===== config.mk =====
export PLATFORM = sky130hd
export DESIGN_NAME = unload_servo_sequencer
export DESIGN_NICKNAME = d
export VERILOG_FILES = /design/src/design/usp_pkg.sv /design/src/design/unload_servo_sequencer.sv
export SDC_FILE = /design/constraint.sdc
export NUM_CORES = 1
export LEC_CHECK = 0
export BUFFER_PORTS_ARGS = -buffer_cell sky130_fd_sc_hd__clkbuf_2
export CAP_MARGIN = 15
export CORE_MARGIN = 10
export CORE_UTILIZATION = 55
export DETAILED_ROUTE_END_ITERATION = 8
export HOLD_SLACK_MARGIN = 0.05
export PLACE_DENSITY = 0.76
export SLEW_MARGIN = 20
export SYNTH_ARGS = -nofsm -noshare
export SYNTH_HDL_FRONTEND = slang
export SYNTH_SLANG_ARGS = --single-unit

===== constraint.sdc =====
create_clock -name clk -period 13.8 [get_ports clk]
set_input_delay 2.76 -clock clk [delete_from_list [all_inputs] [get_ports clk]]
set_output_delay 2.76 -clock clk [all_outputs]
set_load 0.1 [all_outputs]

===== src/design/usp_pkg.sv =====
package usp_pkg;

  localparam int unsigned TimeW  = 32;
  localparam int unsigned DurW   = 31;
  localparam int unsigned RouteW = 8;
  localparam int unsigned JobW   = 16;
  localparam int unsigned ErrW   = 8;
  localparam int unsigned PhaseW = 3;
  localparam int unsigned ModeW  = 3;
  localparam int unsigned CfgIdxW = 2;

  // event modes
  localparam logic [ModeW-1:0] MODE_UPDATE = 3'd0;
  localparam logic [ModeW-1:0] MODE_START  = 3'd1;
  localparam logic [ModeW-1:0] MODE_ABORT  = 3'd2;
  localparam logic [ModeW-1:0] MODE_FAIL   = 3'd3;
  localparam logic [ModeW-1:0] MODE_RESET  = 3'd4;
  localparam logic [ModeW-1:0] MODE_ACK    = 3'd5;

  // sequencer phases
  localparam logic [PhaseW-1:0] PH_IDLE    = 3'd0;
  localparam logic [PhaseW-1:0] PH_RELEASE = 3'd1;
  localparam logic [PhaseW-1:0] PH_WAIT    = 3'd2;
  localparam logic [PhaseW-1:0] PH_HOME    = 3'd3;
  localparam logic [PhaseW-1:0] PH_FAILED  = 3'd4;

  // result kinds
  localparam logic [1:0] KIND_COMPLETE = 2'd0;
  localparam logic [1:0] KIND_ABORTED  = 2'd1;
  localparam logic [1:0] KIND_FAILED   = 2'd2;
  localparam logic [1:0] KIND_TIMEOUT  = 2'd3;

  // servo drive codes
  localparam logic [1:0] DRIVE_OFF     = 2'd0;
  localparam logic [1:0] DRIVE_RELEASE = 2'd1;
  localparam logic [1:0] DRIVE_HOME    = 2'd2;

  // load sensor levels
  localparam logic [1:0] LOAD_EMPTY   = 2'd0;
  localparam logic [1:0] LOAD_PRESENT = 2'd1;

  localparam logic [ErrW-1:0] ERR_NONE    = 8'd0;
  localparam logic [ErrW-1:0] ERR_TIMEOUT = 8'd1;

  // configuration register indexes
  localparam logic [CfgIdxW-1:0] REG_TIMEOUT = 2'd0;
  localparam logic [CfgIdxW-1:0] REG_DEPLOY  = 2'd1;
  localparam logic [CfgIdxW-1:0] REG_HOME    = 2'd2;
  localparam logic [CfgIdxW-1:0] REG_ROUTES  = 2'd3;

  typedef struct packed {
    logic [ModeW-1:0]  mode;
    logic [TimeW-1:0]  now_ms;
    logic [1:0]        load_level;
    logic [JobW-1:0]   job_number;
    logic [RouteW-1:0] route_number;
    logic [TimeW-1:0]  requested_ms;
    logic [ErrW-1:0]   error_reason;
  } ev_t;

  typedef struct packed {
    logic              start_accepted;
    logic [1:0]        servo_drive;
    logic [PhaseW-1:0] phase;
    logic              result_valid;
    logic [1:0]        result_kind;
    logic [JobW-1:0]   result_job;
    logic [RouteW-1:0] result_route;
    logic [TimeW-1:0]  result_requested_ms;
    logic [TimeW-1:0]  result_completed_ms;
    logic [ErrW-1:0]   result_error;
  } rep_t;

endpackage


===== src/design/unload_servo_sequencer.sv =====
// Cargo-release servo sequencer.
// Events enter on the ev channel (ev_valid / ev_stall / ev); each accepted
// item produces exactly one report on the rep channel (rep_valid / rep_stall /
// rep) carrying servo drive, phase, start acceptance and the pending result.
// The sequencer state is updated at the edge that accepts the item, and the
// report register is loaded at that same edge from the next-state values.
// Throughput is one item per clock while rep_stall does not hold a report.
// A new item is taken while the report register is free or its report leaves
// in the same cycle; while the receiver holds rep_stall with a report waiting,
// ev_stall is raised and the report holds. Configuration writes (cfg_we,
// cfg_index, cfg_data) take effect at the next edge and are meant to happen
// while no item is in flight.
// Synchronous reset returns the phase to idle, clears the job and any pending
// result, loads the register defaults (timeout 30000 ms, deploy and home
// 800 ms, four routes) and empties the report register.
module unload_servo_sequencer
  import usp_pkg::*;
(
  input  logic               clk,
  input  logic               rst,
  input  logic               ev_valid,
  output logic               ev_stall,
  input  ev_t                ev,
  output logic               rep_valid,
  input  logic               rep_stall,
  output rep_t               rep,
  input  logic               cfg_we,
  input  logic [CfgIdxW-1:0] cfg_index,
  input  logic [DurW-1:0]    cfg_data
);

  logic [DurW-1:0]   operation_timeout_ms;
  logic [DurW-1:0]   deploy_time_ms;
  logic [DurW-1:0]   home_time_ms;
  logic [RouteW-1:0] route_count;

  logic [PhaseW-1:0] phase_reg, phase_reg_next;
  logic              busy, busy_next;
  logic [TimeW-1:0]  start_time, start_time_next;
  logic [TimeW-1:0]  phase_time, phase_time_next;
  logic              load_seen, load_seen_next;
  logic              result_ready, result_ready_next;
  logic [JobW-1:0]   cmd_job, cmd_job_next;
  logic [RouteW-1:0] cmd_route, cmd_route_next;
  logic [TimeW-1:0]  cmd_requested, cmd_requested_next;
  logic [1:0]        res_kind, res_kind_next;
  logic [JobW-1:0]   res_job, res_job_next;
  logic [RouteW-1:0] res_route, res_route_next;
  logic [TimeW-1:0]  res_requested, res_requested_next;
  logic [TimeW-1:0]  res_completed, res_completed_next;
  logic [ErrW-1:0]   res_error, res_error_next;

  logic              accept;
  logic              accepted;
  logic              do_latch;
  logic [1:0]        latch_kind;
  logic [ErrW-1:0]   latch_err;
  logic [TimeW-1:0]  timeout_diff, deploy_diff, home_diff;
  logic              timeout_hit, deploy_hit, home_hit;
  logic              start_ok;
  logic [1:0]        drive;
  rep_t              rep_next;

  assign ev_stall = rep_valid && rep_stall;
  assign accept   = ev_valid && !ev_stall;

  // wrap-safe deadline checks: reached when the signed difference is not negative
  assign timeout_diff = ev.now_ms - start_time - {1'b0, operation_timeout_ms};
  assign deploy_diff  = ev.now_ms - phase_time - {1'b0, deploy_time_ms};
  assign home_diff    = ev.now_ms - phase_time - {1'b0, home_time_ms};
  assign timeout_hit  = !timeout_diff[TimeW-1];
  assign deploy_hit   = !deploy_diff[TimeW-1];
  assign home_hit     = !home_diff[TimeW-1];

  assign start_ok = !busy && (phase_reg == PH_IDLE) && !result_ready &&
                    (ev.job_number != '0) && (ev.route_number != '0) &&
                    (ev.route_number <= route_count);

  always_comb begin
    phase_reg_next     = phase_reg;
    busy_next          = busy;
    start_time_next    = start_time;
    phase_time_next    = phase_time;
    load_seen_next     = load_seen;
    cmd_job_next       = cmd_job;
    cmd_route_next     = cmd_route;
    cmd_requested_next = cmd_requested;
    accepted           = 1'b0;
    do_latch           = 1'b0;
    latch_kind         = KIND_COMPLETE;
    latch_err          = ERR_NONE;
    result_ready_next  = result_ready;

    case (ev.mode)
      MODE_UPDATE: begin
        if (busy) begin
          if (ev.load_level == LOAD_PRESENT) begin
            load_seen_next = 1'b1;
          end
          if (timeout_hit) begin
            busy_next       = 1'b0;
            phase_reg_next  = PH_FAILED;
            phase_time_next = ev.now_ms;
            do_latch        = 1'b1;
            latch_kind      = KIND_TIMEOUT;
            latch_err       = ERR_TIMEOUT;
          end else begin
            case (phase_reg)
              PH_RELEASE: begin
                if (deploy_hit) begin
                  phase_reg_next  = PH_WAIT;
                  phase_time_next = ev.now_ms;
                end
              end
              PH_WAIT: begin
                if (load_seen_next && ev.load_level == LOAD_EMPTY) begin
                  phase_reg_next  = PH_HOME;
                  phase_time_next = ev.now_ms;
                end
              end
              PH_HOME: begin
                if (home_hit) begin
                  busy_next       = 1'b0;
                  phase_reg_next  = PH_IDLE;
                  phase_time_next = ev.now_ms;
                  do_latch        = 1'b1;
                  latch_kind      = KIND_COMPLETE;
                end
              end
              default: ;
            endcase
          end
        end
      end
      MODE_START: begin
        if (start_ok) begin
          cmd_job_next       = ev.job_number;
          cmd_route_next     = ev.route_number;
          cmd_requested_next = ev.requested_ms;
          phase_reg_next     = PH_RELEASE;
          start_time_next    = ev.now_ms;
          phase_time_next    = ev.now_ms;
          busy_next          = 1'b1;
          load_seen_next     = 1'b0;
          accepted           = 1'b1;
        end
      end
      MODE_ABORT, MODE_FAIL: begin
        if (busy) begin
          busy_next       = 1'b0;
          phase_reg_next  = (ev.mode == MODE_ABORT) ? PH_IDLE : PH_FAILED;
          start_time_next = ev.now_ms;
          phase_time_next = ev.now_ms;
          load_seen_next  = 1'b0;
          do_latch        = 1'b1;
          latch_kind      = (ev.mode == MODE_ABORT) ? KIND_ABORTED : KIND_FAILED;
          latch_err       = ev.error_reason;
        end
      end
      MODE_RESET: begin
        busy_next          = 1'b0;
        phase_reg_next     = PH_IDLE;
        start_time_next    = ev.now_ms;
        phase_time_next    = ev.now_ms;
        load_seen_next     = 1'b0;
        result_ready_next  = 1'b0;
        cmd_job_next       = '0;
        cmd_route_next     = '0;
        cmd_requested_next = '0;
      end
      MODE_ACK: begin
        result_ready_next = 1'b0;
      end
      default: ;
    endcase
  end

  // latch a record only when none is pending; an existing one stays
  always_comb begin
    res_kind_next      = res_kind;
    res_job_next       = res_job;
    res_route_next     = res_route;
    res_requested_next = res_requested;
    res_completed_next = res_completed;
    res_error_next     = res_error;
    if (do_latch && !result_ready) begin
      res_kind_next      = latch_kind;
      res_job_next       = cmd_job;
      res_route_next     = cmd_route;
      res_requested_next = cmd_requested;
      res_completed_next = ev.now_ms;
      res_error_next     = latch_err;
    end
  end

  always_comb begin
    case (phase_reg_next)
      PH_RELEASE, PH_WAIT: drive = DRIVE_RELEASE;
      PH_HOME:             drive = DRIVE_HOME;
      default:             drive = DRIVE_OFF;
    endcase
  end

  logic res_held;
  assign res_held = result_ready_next || (do_latch && !result_ready);

  always_comb begin
    rep_next                = '0;
    rep_next.start_accepted = accepted;
    rep_next.servo_drive    = drive;
    rep_next.phase          = phase_reg_next;
    rep_next.result_valid   = res_held;
    if (res_held) begin
      rep_next.result_kind         = res_kind_next;
      rep_next.result_job          = res_job_next;
      rep_next.result_route        = res_route_next;
      rep_next.result_requested_ms = res_requested_next;
      rep_next.result_completed_ms = res_completed_next;
      rep_next.result_error        = res_error_next;
    end
  end

  always_ff @(posedge clk) begin
    if (rst) begin
      operation_timeout_ms <= DurW'(30000);
      deploy_time_ms       <= DurW'(800);
      home_time_ms         <= DurW'(800);
      route_count          <= RouteW'(4);
    end else if (cfg_we) begin
      case (cfg_index)
        REG_TIMEOUT: operation_timeout_ms <= cfg_data;
        REG_DEPLOY:  deploy_time_ms <= cfg_data;
        REG_HOME:    home_time_ms <= cfg_data;
        REG_ROUTES:  route_count <= cfg_data[RouteW-1:0];
        default: ;
      endcase
    end
  end

  always_ff @(posedge clk) begin
    if (rst) begin
      phase_reg     <= PH_IDLE;
      busy          <= 1'b0;
      start_time    <= '0;
      phase_time    <= '0;
      load_seen     <= 1'b0;
      result_ready  <= 1'b0;
      cmd_job       <= '0;
      cmd_route     <= '0;
      cmd_requested <= '0;
      res_kind      <= '0;
      res_job       <= '0;
      res_route     <= '0;
      res_requested <= '0;
      res_completed <= '0;
      res_error     <= '0;
    end else if (accept) begin
      phase_reg     <= phase_reg_next;
      busy          <= busy_next;
      start_time    <= start_time_next;
      phase_time    <= phase_time_next;
      load_seen     <= load_seen_next;
      result_ready  <= res_held;
      cmd_job       <= cmd_job_next;
      cmd_route     <= cmd_route_next;
      cmd_requested <= cmd_requested_next;
      res_kind      <= res_kind_next;
      res_job       <= res_job_next;
      res_route     <= res_route_next;
      res_requested <= res_requested_next;
      res_completed <= res_completed_next;
      res_error     <= res_error_next;
    end
  end

  // report register: load on accept, drop once taken
  always_ff @(posedge clk) begin
    if (rst) begin
      rep_valid <= 1'b0;
    end else if (accept) begin
      rep_valid <= 1'b1;
    end else if (!rep_stall) begin
      rep_valid <= 1'b0;
    end
  end

  always_ff @(posedge clk) begin
    if (accept) begin
      rep <= rep_next;
    end
  end

  a_busy_phase: assert property (@(posedge clk) disable iff (rst)
    busy |-> (phase_reg == PH_RELEASE || phase_reg == PH_WAIT || phase_reg == PH_HOME))
    else $error("busy outside an active phase");

  a_idle_phase: assert property (@(posedge clk) disable iff (rst)
    !busy |-> (phase_reg == PH_IDLE || phase_reg == PH_FAILED))
    else $error("active phase while not busy");

  a_busy_rise: assert property (@(posedge clk) disable iff (rst)
    $rose(busy) |-> ($past(accept) && $past(ev.mode) == MODE_START))
    else $error("job started without an accepted start item");

  a_result_drop: assert property (@(posedge clk) disable iff (rst)
    $fell(result_ready) |->
      ($past(accept) && ($past(ev.mode) == MODE_RESET || $past(ev.mode) == MODE_ACK)))
    else $error("pending result lost without acknowledge or reset");

  a_report_clear: assert property (@(posedge clk) disable iff (rst)
    (rep_valid && !rep.result_valid) |->
      (rep.result_job == '0 && rep.result_completed_ms == '0 && rep.result_error == '0))
    else $error("result fields set with no pending result");

endmodule

# After elaboration in Yosys (flattened, before gate mapping)
# Index checks and enable logic that the tools add are counted.
# op_classes
mux	65
n_lt_le_gt_ge	1
n_eq_ne	23
addsub	5
n_reduce_logical	36
# op_table
operator	n
32-bit 2-to-1 mux	10
32-bit one-hot mux with 3 select lines	2
32-bit one-hot mux with 4 select lines	1
32-bit by 31-bit subtractor with 32-bit output	3
32-bit one-hot mux with 2 select lines	1
32-bit subtractor	2
16-bit 2-to-1 mux	2
8-bit 2-to-1 mux	4
16-bit one-hot mux with 2 select lines	1
8-bit one-hot mux with 2 select lines	2
3-bit 2-to-1 mux	8
1-bit 2-to-1 mux	22
3-bit by 2-bit equality test with 1-bit output, second input constant	6
16-bit nonzero test	1
4-bit != test, second input constant	3
3-bit one-hot mux with 4 select lines	1
2-bit 2-to-1 mux	5
3-bit by 1-bit equality test with 1-bit output, second input constant	3
1-bit logical AND	9
3-bit one-hot mux with 3 select lines	1
9-bit AND reduction	1
8-bit less-or-equal comparator	1
2-bit one-hot mux with 2 select lines	2
2-bit AND reduction	4
other kinds (22)	35
# word_totals
reg_bits	431
input_bits	139
out_inout_bits	107
wordCells	160

# Longest topological paths before layout
# logic_depth
depth_word	13
mapped_depth	25
ltp_nobuf	22

# Worst setup path after synthesis
# No wires, ideal clock.
# synth_path
path_kind	input port to flip-flop
startpoint	in ev[66] in the netlist's numbering
endpoint	reg rep[12] in the netlist's numbering (data pin)
setup_time_ns	0.256
required_ns	13.544
slack_ns	6.555
path_buffers	2
t_arrival_ns	6.989
cell_stages	24
cell_sequence	inv_1 -> ha_1 -> fa_1 -> nor2b_1 -> o21ai_0 -> a211oi_1 -> o21ai_0 -> nand2_1 -> a211oi_1 -> o21ai_0 -> nand2_1 -> o311ai_0 -> ha_1 -> nand2_1 -> nor3_1 -> a21oi_1 -> o21ai_0 -> nor2_1 -> xor2_1 -> o211ai_2 -> and3_1 -> buf_2 -> buf_2 -> a22o_1
# synth_via
elab_chain_len	9
elab_cells_between_ends	12
cone_classes	add/sub (4); mux (6); reduce/logical (2)
# synth_rtl
item	line	text
from (decl)	unload_servo_sequencer.sv:23	input ev_t ev,
32-bit subtractor	unload_servo_sequencer.sv:70	assign home_diff = ev.now_ms - phase_time - {1'b0, home_time_ms};
32-bit by 31-bit subtractor with 32-bit output	unload_servo_sequencer.sv:70	
1-bit 2-to-1 mux	unload_servo_sequencer.sv:122	if (home_hit) begin
1-bit 2-to-1 mux	unload_servo_sequencer.sv:108	case (phase_reg)
1-bit 2-to-1 mux *	unload_servo_sequencer.sv:100	if (timeout_hit) begin
1-bit 2-to-1 mux *	unload_servo_sequencer.sv:96	if (busy) begin
1-bit one-hot mux with 2 select lines *	unload_servo_sequencer.sv:94	case (ev.mode)
1-bit logical AND *	unload_servo_sequencer.sv:186, unload_servo_sequencer.sv:205	
32-bit 2-to-1 mux / 1-bit logical OR (equally long branches)	unload_servo_sequencer.sv:186, unload_servo_sequencer.sv:205	
to (signal assigned)	unload_servo_sequencer.sv:289	rep <= rep_next;
to (decl)	unload_servo_sequencer.sv:26	output rep_t rep,
# Mark *: on every way between the ends. The rest lies on a longest branch, timed or not.
# A chain may end at the register's enable or synchronous reset.

# Final worst setup path
# layout_path
startpoint	in ev[66] in the netlist's numbering
endpoint	reg res_requested[8]
# layout_via
elab_chain_len	9
elab_cells_between_ends	11
cone_classes	add/sub (4); mux (6); reduce/logical (1)
# layout_rtl
item	line	text
32-bit subtractor	unload_servo_sequencer.sv:70	
32-bit by 31-bit subtractor with 32-bit output	unload_servo_sequencer.sv:70	
1-bit 2-to-1 mux	unload_servo_sequencer.sv:122	
1-bit 2-to-1 mux	unload_servo_sequencer.sv:108	
1-bit 2-to-1 mux *	unload_servo_sequencer.sv:100	
1-bit 2-to-1 mux *	unload_servo_sequencer.sv:96	
1-bit one-hot mux with 2 select lines *	unload_servo_sequencer.sv:94	
1-bit logical AND *	unload_servo_sequencer.sv:186	if (do_latch && !result_ready) begin
32-bit 2-to-1 mux *	unload_servo_sequencer.sv:186	
to (signal assigned)	unload_servo_sequencer.sv:270	res_requested <= res_requested_next;
to (decl)	unload_servo_sequencer.sv:49	logic [TimeW-1:0] res_requested, res_requested_next;
# Marks and branches as above.

==> out/metrics.yaml <==
wl_um: 59190
antenna_found_initial: 7
path_clk_slew_ns: 0.06
slew_headroom: 0.2685
end_kind: "register"
hold_slack_ns: 0.4538
critical_path_required_ns: 14.30
slowest_delay_ns: 0.89
syn_area_sq_mm: 0.02169
num_vias: 17869
wl_per_cell_um: 18.97
rows: 72
synth-edff-count: 105
syn-num-nets: 2693
critical_path_arrival_ns: 9.57
wl_met2_um: 27870
path_max_fanout: 55
synthArstFlopShare: 0
max_freq_mhz: 110.2
ant_nets: 0
yosys_warnings: 0
cp_slowest_cell: "buf_4"
synth_ff_type: "dfxtp_1"
grt_max_degree: 152
hold_path_class: "reg2reg"
hpwl_um: 41300
reg2reg_slack_ns: 6.78
post_cts_resize_count: 0
drc: 0
clk_latency_ns: 0.58
cts_tree: "yes"
period_needed_ns: 9.074
synth_most_common_cell: "nand2_1"
core_sq_mm: 0.03883
wl_met3_um: 4503
die_h_um: 218.6
cts_root_buf: "clkbuf_16"
ys_types: 70
cp_cell_sequence: "clkbuf_2, inv_1, ha_1, fa_1, nor2b_1, o21ai_0, a211oi_1, o21ai_0, nand2_1, a211oi_1, o21ai_0, nand2_1, o311ai_0, ha_1, nand2_1, nor3_1, o311ai_1, a21oi_1, nor2_1, xor2_1, o211ai_2, and2_4, buf_4, mux2i_1"
die_w_um: 218.6
cts_made_buffers: 46
yosys-top-cells-area: "dfxtp_1, edfxtp_1, nand2_1"
final_layout_size_suffix_gt1_frac: 0.1321
syn_to_final_growth_pct: 13.77
path_class: "in2reg"
syn_avg_cell_area_sq_um: 9.062
status: "completed"
post_cts_buffers: 0
synth_cells: 2393
maxCapViolations: 0
grt_use_total: 0.2420
grt_overflow: 0
via_per_inst: 5.727
met1_length_um: 25480
final_hold_viol_count: 0
top_register: "rep"
power_density_mw_per_mm2: 126.4
gp_congestion: 0.9224
initial_utilization: 0.5585
peakVddDrop_mv: 0.09035
start_kind: "input pin"
leakage_nw: 9.431
synth_top_cell_by_area: "dfxtp_1"
drtIter0Drc: 1378
cts_num_sinks: 431
topRoutingLayerUsed: "met5"
cts_hold_buf: 0
finalNetCount: 2860
ios: 246
synth_top_area_share: 0.3009
timing.setup.tns_ns: 0
synth.yosys.seq_area_share: 0.4463
rsz0062_at_grt: "no"
setup_viol_count_final: 0
grt_pass1_wl_um: 94120
clock_path_buffers: 3
grt_pass1_vias: 17832
drt_first_pass_iters: 6
clock_skew_ns: 0.01541
portBuffers: 245
critPathBufInv: 3
cp_top_family: "compound AO/OA/AOI/OAI gates"
slew_viol_final: 0
largest_register_ffs: 105
die-area_sq_mm: 0.04777
tightest_slew_ns: 1.087
synth_common_cells: "nand2_1, dfxtp_1, a21oi_1"
fin_crit_sh: 0.6575
cts_max_level: 2
ys_ff_latch: 431
-- path summary, 6_finish.rpt --
kind	start	end	cells past startpoint
setup / recovery	ev[66]	res_requested[8]	24
hold / removal	operation_timeout_ms[25]	operation_timeout_ms[25]	2
setup reg to reg	phase_time[0]	res_requested[8]	22
hold reg to reg	operation_timeout_ms[25]	operation_timeout_ms[25]	2
-- final cells by class --
type	count	area, sq um
diodes	6	15.01
repair buffers	257	1326
fillers	3220	14160
inverters	187	711.9
flip-flops and latches	431	9679
multi-input cells	1637	10780
clock inverters	14	168.9
clock buffers	70	1345
well taps	518	648.1
-- report_power, final --
group          leakage [nW]  switching, mW  total [mW]  internal (mW)
clock                 0.739          0.513        1.24          0.732
sequential             3.71         0.0184        1.35           1.33
combinational          4.99          0.369       0.524          0.155
-- layer usage --
metal  up-vias  GRT usage
met4         4    0.07429
met5         -          0
met3       110    0.05649
li1       8629          -
met1      8578     0.3076
met2       548     0.4005
-- through the flow --
stage                     cells    util  power (mW)  setup slack, ns  area [sq um]
after global routing       3116  0.6352       3.238            4.268         24660
after global placement     3030  0.5957       1.881            4.612         23130
after detailed placement   3030  0.5957       1.894            4.231         23130
final                      3120  0.6354       3.117            4.726         24670
after CTS                  3114  0.6347       3.139            4.813         24640
after floorplan            2393       -       1.750            6.555         21690
-- kinds of logic (layout without fill, tap and decap cells) --
| kind of cell | count (synthesis) | count (layout) | synth area share |
|---|---|---|---|
| adder cells (fa/ha/maj) | 161 | 161 | 0.1033 |
| multiplexers | 154 | 154 | 0.07108 |
| flip-flops | 431 | 431 | 0.4463 |
| other | 0 | 6 | 0 |
| XOR/XNOR | 27 | 27 | 0.01090 |
| AO/OA/AOI/OAI | 494 | 494 | 0.1518 |
| buffers and inverters | 325 | 528 | 0.05977 |
| AND/OR/NAND/NOR | 801 | 801 | 0.1568 |
-- cell usage in the layout, fill, tap and decap left out, drive strengths merged, types with 8 or more instances in the layout --
master	count
nand2	520
dfxtp	326
clkbuf	314
a21oi	209
inv	189
mux2i	154
ha	131
edfxtp	105
a22o	90
nor2	84
nand3	82
o21ai	39
fa	30
o211ai	27
a21o	24
nand4	23
xnor2	19
nor3	19
a211oi	15
nor4	13
buf	13
o21a	12
nor2b	11
a2bb2oi	11
a31oi	10
nand2b	9
o311ai	9
xor2	8
clkinv	8
-- worst reg2reg max path, stage by stage (launching register included) --
cell and delay, ns:
dfxtp_1 0.32, ha_1 0.21, fa_1 0.40, nor2b_1 0.14, o21ai_0 0.15, a211oi_1 0.44, o21ai_0 0.27, nand2_1 0.19
a211oi_1 0.12, o21ai_0 0.53, nand2_1 0.09, o311ai_0 0.57, ha_1 0.25, nand2_1 0.09, nor3_1 0.21, o311ai_1 0.13
a21oi_1 0.34, nor2_1 0.09, xor2_1 0.18, o211ai_2 0.29, and2_4 0.66, buf_4 0.89, mux2i_1 0.36
No activity file was read; power rests on OpenSTA's default activity.
